[config.mk]
export PLATFORM = sky130hd
export DESIGN_NAME = rfp_blend
export DESIGN_NICKNAME = d
export VERILOG_FILES = /design/src/rtl/rfp_pkg.sv /design/src/rtl/rfp_blend.sv
export SDC_FILE = /design/constraint.sdc
export NUM_CORES = 1
export LEC_CHECK = 0
export BUFFER_PORTS_ARGS = -buffer_cell sky130_fd_sc_hd__buf_2
export CAP_MARGIN = 0
export CORE_ASPECT_RATIO = 1.25
export CORE_MARGIN = 1
export CORE_UTILIZATION = 41
export DETAILED_ROUTE_END_ITERATION = 7
export SYNTH_ARGS = -nofsm -noshare
export SYNTH_HDL_FRONTEND = slang
export SYNTH_SLANG_ARGS = --single-unit
[constraint.sdc]
create_clock -name vclk -period 17.3
set_clock_uncertainty 0.2 [all_clocks]
set_input_delay 2.595 -clock vclk [all_inputs]
set_output_delay 2.595 -clock vclk [all_outputs]
set_load 0.02 [all_outputs]
[src/rtl/rfp_pkg.sv]
// types and constants shared by the recursive filter files
`timescale 1ns / 1ps

package rfp_pkg;

  localparam int unsigned PIX_W = 16;
  localparam int unsigned WGT_W = 17;

  localparam logic [WGT_W-1:0] ONE_Q16 = 17'h10000;
  localparam logic [PIX_W-1:0] PIX_MAX = 16'hFFFF;

  typedef logic [1:0] mode_t;

  localparam mode_t MODE_PROLOGUE = 2'd0;
  localparam mode_t MODE_SEED     = 2'd1;
  localparam mode_t MODE_FIRST    = 2'd2;
  localparam mode_t MODE_UNUSED   = 2'd3;

  typedef struct packed {
    mode_t             mode;
    logic              start_of_segment;
    logic              end_of_segment;
    logic [PIX_W-1:0]  pixel_red;
    logic [PIX_W-1:0]  pixel_green;
    logic [PIX_W-1:0]  pixel_blue;
    logic [WGT_W-1:0]  weight;
    logic [PIX_W-1:0]  seed_red;
    logic [PIX_W-1:0]  seed_green;
    logic [PIX_W-1:0]  seed_blue;
  } in_item_t;

  typedef struct packed {
    logic [PIX_W-1:0]  out_red;
    logic [PIX_W-1:0]  out_green;
    logic [PIX_W-1:0]  out_blue;
    logic [WGT_W-1:0]  contribution;
    logic              segment_done;
  } out_item_t;

endpackage

[src/rtl/rfp_blend.sv]
// one colour channel of the first-order recursion, fixed point
`timescale 1ns / 1ps

module rfp_blend (
  input  logic [rfp_pkg::PIX_W-1:0] x,
  input  logic [rfp_pkg::PIX_W-1:0] acc,
  input  logic [rfp_pkg::WGT_W-1:0] w,
  output logic [rfp_pkg::PIX_W-1:0] y
);

  // (1-w)*x + w*acc == x + w*(acc-x); the arithmetic shift gives the floor
  logic signed [rfp_pkg::PIX_W:0]   diff;
  logic signed [rfp_pkg::WGT_W:0]   w_s;
  logic signed [rfp_pkg::PIX_W+rfp_pkg::WGT_W+1:0] prod;
  logic signed [rfp_pkg::PIX_W+3:0] sum;

  always_comb begin
    diff = $signed({1'b0, acc}) - $signed({1'b0, x});
    w_s  = $signed({1'b0, w});
    prod = diff * w_s;
    sum  = $signed(prod[rfp_pkg::PIX_W+rfp_pkg::WGT_W+1:16])
         + $signed({4'b0000, x});
    if (sum < 0) begin
      y = '0;
    end else if (sum > $signed({4'b0000, rfp_pkg::PIX_MAX})) begin
      y = rfp_pkg::PIX_MAX;
    end else begin
      y = sum[rfp_pkg::PIX_W-1:0];
    end
  end

endmodule

# Word level (Yosys, flattened, before mapping)
# Index checks and enable logic that the tools add are counted.
# totals
register_bits,0
inputBits,49
out_inout_bits,16
wordCells,7
# classes
addsub,2
n_mul,1
magnitude_cmp,2
n_mux,2
# ops
cell,n
17-bit by 18-bit multiplier with 35-bit output,1
16-bit 2-to-1 mux,2
19-bit by 17-bit adder with 20-bit output,1
"20-bit by 17-bit greater-than comparator with 1-bit output, second input constant",1
"20-bit by 1-bit < comparator with 1-bit output, second input constant",1
16-bit by 16-bit subtractor with 17-bit output,1

# Logic depth before layout (Yosys ltp)
# Gate-level depths: netlist of run 1.
# depth
depth_word,6
mapped_depth,45
mapped_depth_nobuf,43

# Worst setup path before layout of run 1
# No wires, ideal clock.
# synth_timing
path_type,input to output
startpoint,input acc[0] (netlist bit)
endpoint,output y[4] (netlist bit)
arrival_time_ns,11.655
t_required_ns,14.505
path_slack_ns,2.850
cell_stages,41
n_path_buf,1
path_cell_list,inv_1 > ha_1 > fa_1 > nor2b_1 > o21ai_1 > a21boi_1 > o21a_1 > o21a_1 > o2111ai_1 > nor3b_1 > xnor2_1 > clkbuf_1 > nand2_1 > fa_1 > inv_1 > fa_1 > inv_1 > fa_1 > (+5 left out) > inv_1 > ha_1 > and4_1 > nand2_1 > o2bb2ai_1 > or3_1 > and2_1 > a211oi_1 > nor2_1 > ha_1 > nand3_1 > o31ai_1 > o22a_1 > a311o_1 > a21oi_1 > and4bb_1 > nor2_2 > o32ai_1
# synth_via
elab_chain_len,6
elab_cells_between_ends,7
classes_between,add/sub: 2; mul: 1; order compare: 2; mux: 2
# synth_lines
item,line,text
from (decl),rfp_blend.sv:6,"input logic [rfp_pkg::PIX_W-1:0] acc,"
16-bit by 16-bit subtractor with 17-bit output (*),rfp_blend.sv:18,"diff = $signed({1'b0, acc}) - $signed({1'b0, x});"
17-bit by 18-bit multiplier with 35-bit output (*),rfp_blend.sv:20,prod = diff * w_s;
19-bit by 17-bit adder with 20-bit output (*),rfp_blend.sv:22,"+ $signed({4'b0000, x});"
20-bit by 17-bit greater-than comparator with 1-bit output,rfp_blend.sv:25,"end else if (sum > $signed({4'b0000, rfp_pkg::PIX_MAX})) begin"
16-bit 2-to-1 mux,rfp_blend.sv:25,
16-bit 2-to-1 mux (*),rfp_blend.sv:23,if (sum < 0) begin
to (decl),rfp_blend.sv:8,output logic [rfp_pkg::PIX_W-1:0] y
# Every way passes the cells marked *; elsewhere a longest branch is shown, timed or not.

# Final worst setup path of run 1
# layout_timing
startpoint,input x[1] (netlist bit)
endpoint,output y[2] (netlist bit)
# layout_via
elab_chain_len,6
elab_cells_between_ends,7
classes_between,add/sub: 2; mul: 1; order compare: 2; mux: 2
# layout_lines
item,line,text
from (decl),rfp_blend.sv:5,"input logic [rfp_pkg::PIX_W-1:0] x,"
16-bit by 16-bit subtractor with 17-bit output,rfp_blend.sv:18,
17-bit by 18-bit multiplier with 35-bit output,rfp_blend.sv:20,
19-bit by 17-bit adder with 20-bit output (*),rfp_blend.sv:22,
20-bit by 17-bit greater-than comparator with 1-bit output,rfp_blend.sv:25,
16-bit 2-to-1 mux,rfp_blend.sv:25,
16-bit 2-to-1 mux (*),rfp_blend.sv:23,
# Marks and branches as above.

==> results of run 1 <==
[cell type report]
type / instances / area share (%)
repair buffers: 79 / 3.352
diodes: 1 / 0.01949
inverters: 310 / 9.061
multi-input cells: 1106 / 83.71
well taps: 396 / 3.858
[through the flow]
step                      cells  hold slack, ps  setup WS [ps]  area, sq um  util (%)
final                      1892            5536           1184        12840     43.77
after global routing       1891            5583          373.5        12840     43.76
after CTS                  1891            5553           1220        12840     43.76
after detailed placement   1891            5546           1251        12840     43.76
after global placement     1891            5521           1341        12840     43.76
after floorplan            1499            5368           2850        12240         -
[per-layer routing]
layer,global-route usage (%),vias to the layer above,share of wire (%)
li1,-,4843,-
met1,29.37,5042,42
met2,41.60,316,50
met3,2.574,55,5.7
met4,5.882,0,2.3
met5,0,-,0
[cell families (layout without fill, tap and decap cells)]
family                     Yosys count  count (layout)  share of synthesized area (%)
AOI/OAI and AO/OA                  221             221                          13.23
xor gates and xnor gates            37              37                          2.708
adders and majority gates          383             383                          52.94
buffers and inverters              393             389                          12.38
other                                0               1                              0
and+or+nand+nor                    465             465                          18.74
[critical path, delay by kind of cell]
family                     cells  cell delay, ps
adders and majority gates      9            3900
buffers and inverters          6             570
and+or+nand+nor               11            2710
AOI/OAI and AO/OA             14            3510
[worst max path at each step]
stage          cells past startpoint  endpoint  slack [ps]
2_1_floorplan                     41      y[4]        2850
3_3_place_gp                      40      y[4]        1340
3_5_place_dp                      40      y[2]        1250
4_1_cts                           40      y[2]        1220
5_1_grt                           40      y[9]         370
6_report                          40      y[2]        1180
[cells in the final DEF (no fill, tap or decap), types with 8 or more instances in the layout]
| cell type | netlist | routed |
|---|---|---|
| sky130_fd_sc_hd__o311ai_0 | 8 | 8 |
| sky130_fd_sc_hd__o21a_1 | 10 | 10 |
| sky130_fd_sc_hd__a31o_2 | 21 | 21 |
| sky130_fd_sc_hd__a31oi_1 | 24 | 24 |
| sky130_fd_sc_hd__o22ai_1 | 14 | 14 |
| sky130_fd_sc_hd__nand2_1 | 157 | 157 |
| sky130_fd_sc_hd__o21ai_0 | 27 | 27 |
| sky130_fd_sc_hd__or3_1 | 10 | 10 |
| sky130_fd_sc_hd__a21oi_1 | 25 | 25 |
| sky130_fd_sc_hd__nor2_1 | 43 | 40 |
| sky130_fd_sc_hd__ha_1 | 158 | 158 |
| sky130_fd_sc_hd__buf_2 | 5 | 65 |
| sky130_fd_sc_hd__and3_1 | 29 | 29 |
| sky130_fd_sc_hd__a21o_1 | 21 | 21 |
| sky130_fd_sc_hd__nand3_1 | 59 | 59 |
| sky130_fd_sc_hd__xnor2_1 | 20 | 20 |
| sky130_fd_sc_hd__buf_4 | 1 | 14 |
| sky130_fd_sc_hd__xor2_1 | 16 | 15 |
| sky130_fd_sc_hd__a311oi_1 | 9 | 9 |
| sky130_fd_sc_hd__nor2b_1 | 27 | 27 |
| sky130_fd_sc_hd__nand2b_1 | 10 | 10 |
| sky130_fd_sc_hd__and2_1 | 59 | 59 |
| sky130_fd_sc_hd__inv_1 | 309 | 309 |
| sky130_fd_sc_hd__fa_1 | 225 | 225 |
| sky130_fd_sc_hd__nor3_1 | 50 | 50 |
| sky130_fd_sc_hd__o31ai_1 | 11 | 11 |
==> Implementation_results.wiki, run 1 <==
{| class="wikitable"
! Metric !! Value
|-
| Fill cell total of the finished layout || 2964
|-
| Vias per cell || 5.421
|-
| Post-cts gate resize count || 0
|-
| Gr usage total || 23.20%
|-
| Post-synth top area cell || sky130_fd_sc_hd__fa_1
|-
| Count of final max-slew check failures || 0
|-
| Via count || 10256
|-
| Average cell area after synthesis || 8.167 sq um
|-
| Sequential area share after synthesis || 0%
|-
| Starting Density || 41.73%
|-
| Endpoint of the worst hold path || y[0]
|-
| Min-Delay Path Depth || 5
|-
| Core outline area || 0.02934 sq mm
|-
| Overall die width || 156.6 um
|-
| Mapped Area || 0.01224 sq mm
|-
| Number of placement rows || 70
|-
| Detailed Place HPWL || 27380 um
|-
| Summed negative setup slack over all endpoints || 0 ps
|-
| Hold path start || x[0]
|-
| Final #Nets || 1929
|-
| Multi-input gate area in the final layout || ~0.011 sq mm
|-
| Outcome || finished, final reports clean
|-
| Most frequent cell after synthesis || sky130_fd_sc_hd__inv_1
|-
| DRC errors left || 0
|-
| Placer's final routability congestion estimate || between 0.8 and 0.9
|-
| Starting DRC count in detailed routing || about 700
|-
| Area share of the largest cell type after synthesis || between 30% and 40%
|-
| Die Outline Area || around 0.031 sq mm
|-
| Fin. Hold Viols || 0
|-
| Peak fanout along the critical path || 16
|-
| Number of distinct library cell variants in the gate-level netlist after synthesis || 65
|-
| Worst min-delay path class || input port to output pin
|-
| Yosys warning total || 0
|-
| Worst-Margin Slew || around 1100 ps
|-
| Largest net degree at the start of global routing || 44
|-
| Final Critical Period || 16120 ps
|-
| Number of clock buffers in the layout || 0
|-
| Number of hold-repair buffers added at the cts stage || 0
|-
| Critical path data arrival time || 13320 ps
|-
| Post-Syn Instances || 1499
|-
| Count of input and output buffers || between 60 and 70
|-
| Fmax || between 0.06 and 0.07 GHz
|-
| Flip-flop and latch count || 0
|-
| Number of global-route vias before repair || ~11000
|-
| Reg area || 0 sq um
|-
| Wire length of the first global-routing pass || 56060 um
|-
| Leading cell types by total area after synthesis || sky130_fd_sc_hd__fa_1 37%, sky130_fd_sc_hd__ha_1 16%, sky130_fd_sc_hd__inv_1 9.5%
|-
| Required time at the worst-slack endpoint || approximately 15000 ps
|-
| Kind of critical path || input port to output pin
|-
| Total routed wirelength || 33210 um
|-
| Startpoint types || input port
|-
| Count of buffers added by post-CTS timing repair for setup || 0
|-
| Count of antenna-violating nets left after detailed routing || 0
|-
| Setup violations, final || 0
|-
| Number of placed I/O pins || 65
|-
| GRT Residual Overflow || 0
|-
| Final cycle utilization of the critical path || 93.15%
|-
| Die Y || 195.2 um
|-
| Unrepaired setup endpoints after global routing || false
|-
| Initial antenna violation count || 2
|-
| First-pass DRT Iterations || 5
|-
| Share of post-route cells with drive strength above 1 || under 10%
|-
| Net count after synthesis || 1931
|-
| Slowest CP cell || sky130_fd_sc_hd__a211oi_1
|-
| Most frequent cells after synthesis || 309 x sky130_fd_sc_hd__inv_1, 225 x sky130_fd_sc_hd__fa_1, 158 x sky130_fd_sc_hd__ha_1
|-
| Headroom to the max-slew limit || between 20% and 30%
|-
| Element type at the critical path end || output pin
|-
| DR WL/cell || 17.55 um
|-
| Most used cell along the critical path || sky130_fd_sc_hd__fa_1
|-
| Worst setup path startpoint || x[1]
|-
| Area added between synthesis and finish || 4.895%
|-
| Largest stage delay, worst path || 630 ps
|-
| Number of maximum-capacitance violations || 0
|}
==> inputs of run 2 (changes only) <==
- CORE_MARGIN: 1 -> 2
- MAX_ROUTING_LAYER: unset -> met4
==> run 2 against run 1 <==
Compared with the run above:
- clock-buffer cell count unchanged
- non-clock buffer count is 2 higher
- routed wire length up 0.92%
- worst hold slack got worse by 17 ps
- first-iteration DRC count decreased by 22%
- critical path depth is the same
- sequential share of layout area did not move
- final cell count rose by 0.11%
- utilization barely moved
- final area barely moved
==> Implementation_results.wiki, run 2 (synthesis results as in run 1) <==
{| class="wikitable"
! Metric !! Value
|-
| Critical path data arrival time || 13090 ps (-230 ps)
|-
| Most used cell along the critical path || sky130_fd_sc_hd__fa_1
|-
| Outcome || finished, final reports clean
|-
| Number of hold-repair buffers added at the cts stage || 0 (unchanged)
|-
| Gr usage total || 23.40% (+0.20 points)
|-
| Total stage count of the critical path || 40 (unchanged)
|-
| Count of final max-slew check failures || 0 (unchanged)
|-
| GRT Residual Overflow || 0 (unchanged)
|-
| Die Y || 197.2 um (+1.0%)
|-
| DRC errors left || 0 (unchanged)
|-
| DR WL/cell || 17.69 um (+0.81%)
|-
| Summed negative setup slack over all endpoints || 0 ps (unchanged)
|-
| Number of global-route vias before repair || 10869 (-0.18%)
|-
| Total routed wirelength || 33510 um (+0.92%)
|-
| Element type at the critical path end || output pin
|-
| Core outline area || 0.02934 sq mm (unchanged)
|-
| Initial antenna violation count || 1 (-1)
|-
| Worst min-delay path class || input port to output pin
|-
| Buf+Inv Stages, Crit Path || 6 (unchanged)
|-
| Fmax || 0.06295 GHz (+1.4%)
|-
| Largest stage delay, worst path || 640 ps (about the same)
|-
| Final Critical Period || 15890 ps (-229.5 ps)
|-
| Count of input and output buffers || 65 (unchanged)
|-
| Largest delay share family, worst path || adder cells
|-
| Number of placed I/O pins || 65 (unchanged)
|-
| Final cycle utilization of the critical path || 91.83% (-1.3 points)
|-
| Starting Density || 41.73% (unchanged)
|-
| Worst-Margin Slew || 1217 ps (+78.76 ps)
|-
| Peak fanout along the critical path || 16 (unchanged)
|-
| Number of placement rows || 70 (unchanged)
|-
| Share of post-route cells with drive strength above 1 || 8.150% (+0.056 points)
|-
| Die Outline Area || 0.03127 sq mm (+2.3%)
|-
| First-pass DRT Iterations || 5 (unchanged)
|-
| Most used cells in the layout excluding fill and tap cells || 309 x sky130_fd_sc_hd__inv_1, 225 x sky130_fd_sc_hd__fa_1, 158 x sky130_fd_sc_hd__ha_1
|-
| Reg area || 0 sq um (unchanged)
|-
| Overall die width || 158.6 um (+1.3%)
|-
| Multi-input gate area in the final layout || 0.01074 sq mm (about the same)
|-
| Via count || 10238 (-0.18%)
|-
| Detailed Place HPWL || 27780 um (+1.5%)
|-
| Area added between synthesis and finish || 4.956% (about the same)
|-
| Flip-flop and latch count || 0 (unchanged)
|-
| Min-Delay Path Depth || 5 (unchanged)
|-
| Slowest CP cell || sky130_fd_sc_hd__a211oi_1
|-
| Headroom to the max-slew limit || 18.58% (-5.4 points)
|-
| Number of clock buffers in the layout || 0 (unchanged)
|-
| Count of buffers added by post-CTS timing repair for setup || 0 (unchanged)
|-
| Vias per cell || 5.405 (-0.28%)
|-
| Fin. Hold Viols || 0 (unchanged)
|-
| Endpoint of the worst hold path || y[0]
|-
| Kind of critical path || input port to output pin
|-
| Required time at the worst-slack endpoint || 14510 ps (about the same)
|-
| Leading cell type in the layout, fill and taps excluded || sky130_fd_sc_hd__inv_1
|-
| Number of maximum-capacitance violations || 0 (unchanged)
|-
| Fill cell total of the finished layout || 2990 (+0.88%)
|-
| Setup violations, final || 0 (unchanged)
|-
| Count of antenna-violating nets left after detailed routing || 0 (unchanged)
|-
| Wire length of the first global-routing pass || 56340 um (+0.49%)
|-
| Largest net degree at the start of global routing || 44 (unchanged)
|-
| Placer's final routability congestion estimate || 0.9202 (+4.3%)
|-
| Unrepaired setup endpoints after global routing || false
|-
| Final #Nets || 1931 (+0.10%)
|-
| Hold path start || x[0]
|-
| Startpoint types || input port
|-
| Post-cts gate resize count || 0 (unchanged)
|-
| Starting DRC count in detailed routing || 542 (-22%)
|}
run 2: layout make-up:
cell class,count,share of cell area (%)
repair buffers,81,3.466
well taps,396,3.856
multi-input cells,1106,83.60
diodes,1,0.01947
inverters,310,9.056
run 2: per-layer routing:
layer	global-route usage (%)	part of all wire, %
met1	30.14	43
met2	41.33	51
met3	0.6362	3.6
met4	4.605	2.4
met5	-	0
run 2: how the worst max path moves through the flow:
| stage | startpoint | end | slack (ps) |
|---|---|---|---|
| after floorplan | acc[0] | y[4] | 2850 |
| after global placement | x[0] | y[4] | 1470 |
| after detailed placement | x[0] | y[12] | 1430 |
| after CTS | x[0] | y[12] | 1380 |
| after global routing | x[1] | y[4] | 550 |
| final | x[1] | y[2] | 1410 |
run 2: tightest hold or removal path: cells and delay by family:
kind            cells  cell delay [ps]
compound gates      1              100
fa+ha+maj           1              130
buf+inv             3              300
run 2: per-stage QoR:
step	hold WS, ps	util (%)	cells	setup WS (ps)	instance area, sq um
2_1_floorplan	5368	-	1499	2850	12240
3_3_place_gp	5522	43.79	1893	1467	12850
3_5_place_dp	5517	43.79	1893	1433	12850
4_1_cts	5520	43.79	1893	1380	12850
5_1_grt	5568	43.80	1894	545.8	12850
6_report	5519	43.80	1894	1414	12850
Power of run 2 is left out: the tool's default activity adds up to more than one toggle a clock period on the data nets, which glitch-free logic cannot reach.
==> inputs of run 3 (changes only) <==
- clock period: 17.3 -> 17.4 ns (I/O delays scaled with it)
==> run 3 against run 2 <==
Compared with the run above:
- critical path depth stayed put
- clock-buffer cell count stayed put
- first-iteration DRC count is 14% higher
- worst hold slack better by 31 ps
- final area stayed put
- die area stayed put
- sequential share of layout area stayed put
- setup slack worse by 1.4 ps
- sequential cell count stayed put
- routed wire length is 0.44% lower
==> Implementation_results.wiki, run 3 (synthesis results as in run 1) <==
{| class="wikitable"
! Metric !! Value
|-
| Die Y || 197.2 um (unchanged)
|-
| Largest net degree at the start of global routing || 44 (unchanged)
|-
| Slowest CP cell || sky130_fd_sc_hd__a211oi_1
|-
| Count of input and output buffers || 65 (unchanged)
|-
| Worst-Margin Slew || 1261 ps (+43.49 ps)
|-
| Detailed Place HPWL || 27730 um (-0.18%)
|-
| Fin. Hold Viols || 0 (unchanged)
|-
| Setup violations, final || 0 (unchanged)
|-
| Number of hold-repair buffers added at the cts stage || 0 (unchanged)
|-
| Count of final max-slew check failures || 0 (unchanged)
|-
| Fmax || 0.06255 GHz
|-
| Hold path start || x[0]
|-
| M1 GR Usage || 28.02% (-2.1 points)
|-
| Post-cts gate resize count || 0 (unchanged)
|-
| Vias per cell || 5.373 (-0.60%)
|-
| Overall die width || 158.6 um (unchanged)
|-
| GRT Residual Overflow || 0 (unchanged)
|-
| Final Critical Period || 15990 ps
|-
| Number of clock buffers in the layout || 0 (unchanged)
|-
| Min-Delay Path Depth || 5 (unchanged)
|-
| Leading cell type in the layout, fill and taps excluded || sky130_fd_sc_hd__inv_1
|-
| Required time at the worst-slack endpoint || 14590 ps (+80 ps)
|-
| Most heavily used metal layer in global routing || met2
|-
| Element type at the critical path end || output pin
|-
| Unrepaired setup endpoints after global routing || false
|-
| Die Outline Area || 0.03127 sq mm (unchanged)
|-
| Most used cells in the layout excluding fill and tap cells || 309 x sky130_fd_sc_hd__inv_1, 225 x sky130_fd_sc_hd__fa_1, 158 x sky130_fd_sc_hd__ha_1
|-
| Wire length of the first global-routing pass || 55550 um (-1.4%)
|-
| Outcome || finished, final reports clean
|-
| Headroom to the max-slew limit || 15.67% (-2.9 points)
|-
| Count of antenna-violating nets left after detailed routing || 0 (unchanged)
|-
| Via count || 10177 (-0.60%)
|-
| Reg area || 0 sq um (unchanged)
|-
| Largest stage delay, worst path || 640 ps (about the same)
|-
| First-pass DRT Iterations || 4 (-1)
|-
| Flip-flop and latch count || 0 (unchanged)
|-
| Critical path data arrival time || 13180 ps (+90 ps)
|-
| Placer's final routability congestion estimate || 0.9206 (about the same)
|-
| Routing usage on met3 || 2.567% (+1.9 points)
|-
| Total routed wirelength || 33360 um (-0.44%)
|-
| Number of placed I/O pins || 65 (unchanged)
|-
| Number of global-route vias before repair || 10933 (+0.59%)
|-
| Starting DRC count in detailed routing || 619 (+14%)
|-
| Most used cell along the critical path || sky130_fd_sc_hd__fa_1
|-
| Count of buffers added by post-CTS timing repair for setup || 0 (unchanged)
|-
| Kind of critical path || input port to output pin
|-
| DR WL/cell || 17.61 um (-0.44%)
|-
| Number of placement rows || 70 (unchanged)
|-
| Number of maximum-capacitance violations || 0 (unchanged)
|-
| Worst min-delay path class || input port to output pin
|-
| Peak fanout along the critical path || 16 (unchanged)
|-
| Final #Nets || 1931 (unchanged)
|-
| Area added between synthesis and finish || 4.956% (unchanged)
|-
| Endpoint of the worst hold path || y[0]
|-
| Startpoint types || input port
|-
| DRC errors left || 0 (unchanged)
|-
| Met2 global-route usage || 40.32% (-1.0 points)
|-
| Gr usage total || 23.11% (-0.28 points)
|-
| Starting Density || 41.73% (unchanged)
|-
| Share of post-route cells with drive strength above 1 || 8.150% (unchanged)
|-
| Summed negative setup slack over all endpoints || 0 ps (unchanged)
|-
| Final cycle utilization of the critical path || roughly nine tenths
|-
| Initial antenna violation count || 1 (unchanged)
|-
| Core outline area || 0.02934 sq mm (unchanged)
|}
[run 3: cell counts in the layout (fill, tap and decap cells not counted)]
Identical to the previous run, type by type.
[run 3: layer usage]
metal	routed length (um)	part of all wire, %
met3	1674	5.0
met5	0	0
met2	17000	51
met4	1047	3.1
met1	13640	41
[run 3: final cells by class]
type                       instances  area [sq um]
timing repair buffer              81         445.4
tap                              396         495.5
multi-input combinational       1106         10740
inverter                         310          1164
fill                            2960         16490
antenna                            1         2.502
[run 3: worst max-delay path: cells and delay by family]
kind	cells	cell delay, ps
AO/OA/AOI/OAI	14	3460
adder cells (fa/ha/maj)	9	3860
buffers and inverters	6	540
AND/OR/NAND/NOR	11	2680
[run 3: worst max-delay path by stage]
stage | startpoint | endpoint | slack, ps
2_1_floorplan | acc[0] | y[4] | 2920
3_3_place_gp | x[0] | y[4] | 1530
3_5_place_dp | x[1] | y[12] | 1440
4_1_cts | x[1] | y[12] | 1380
5_1_grt | x[0] | y[4] | 700
6_report | x[1] | y[12] | 1410
[run 3: metrics by stage]
| stage | instances | area (sq um) | hold WS [ps] | util [%] | setup WS [ps] |
|---|---|---|---|---|---|
| after floorplan | 1499 | 12240 | 5398 | - | 2920 |
| after global placement | 1893 | 12850 | 5551 | 43.79 | 1531 |
| after detailed placement | 1893 | 12850 | 5561 | 43.79 | 1437 |
| after CTS | 1893 | 12850 | 5562 | 43.79 | 1382 |
| after global routing | 1894 | 12850 | 5618 | 43.80 | 700.0 |
| final | 1894 | 12850 | 5550 | 43.80 | 1412 |
Power of run 3 is left out for the same reason.
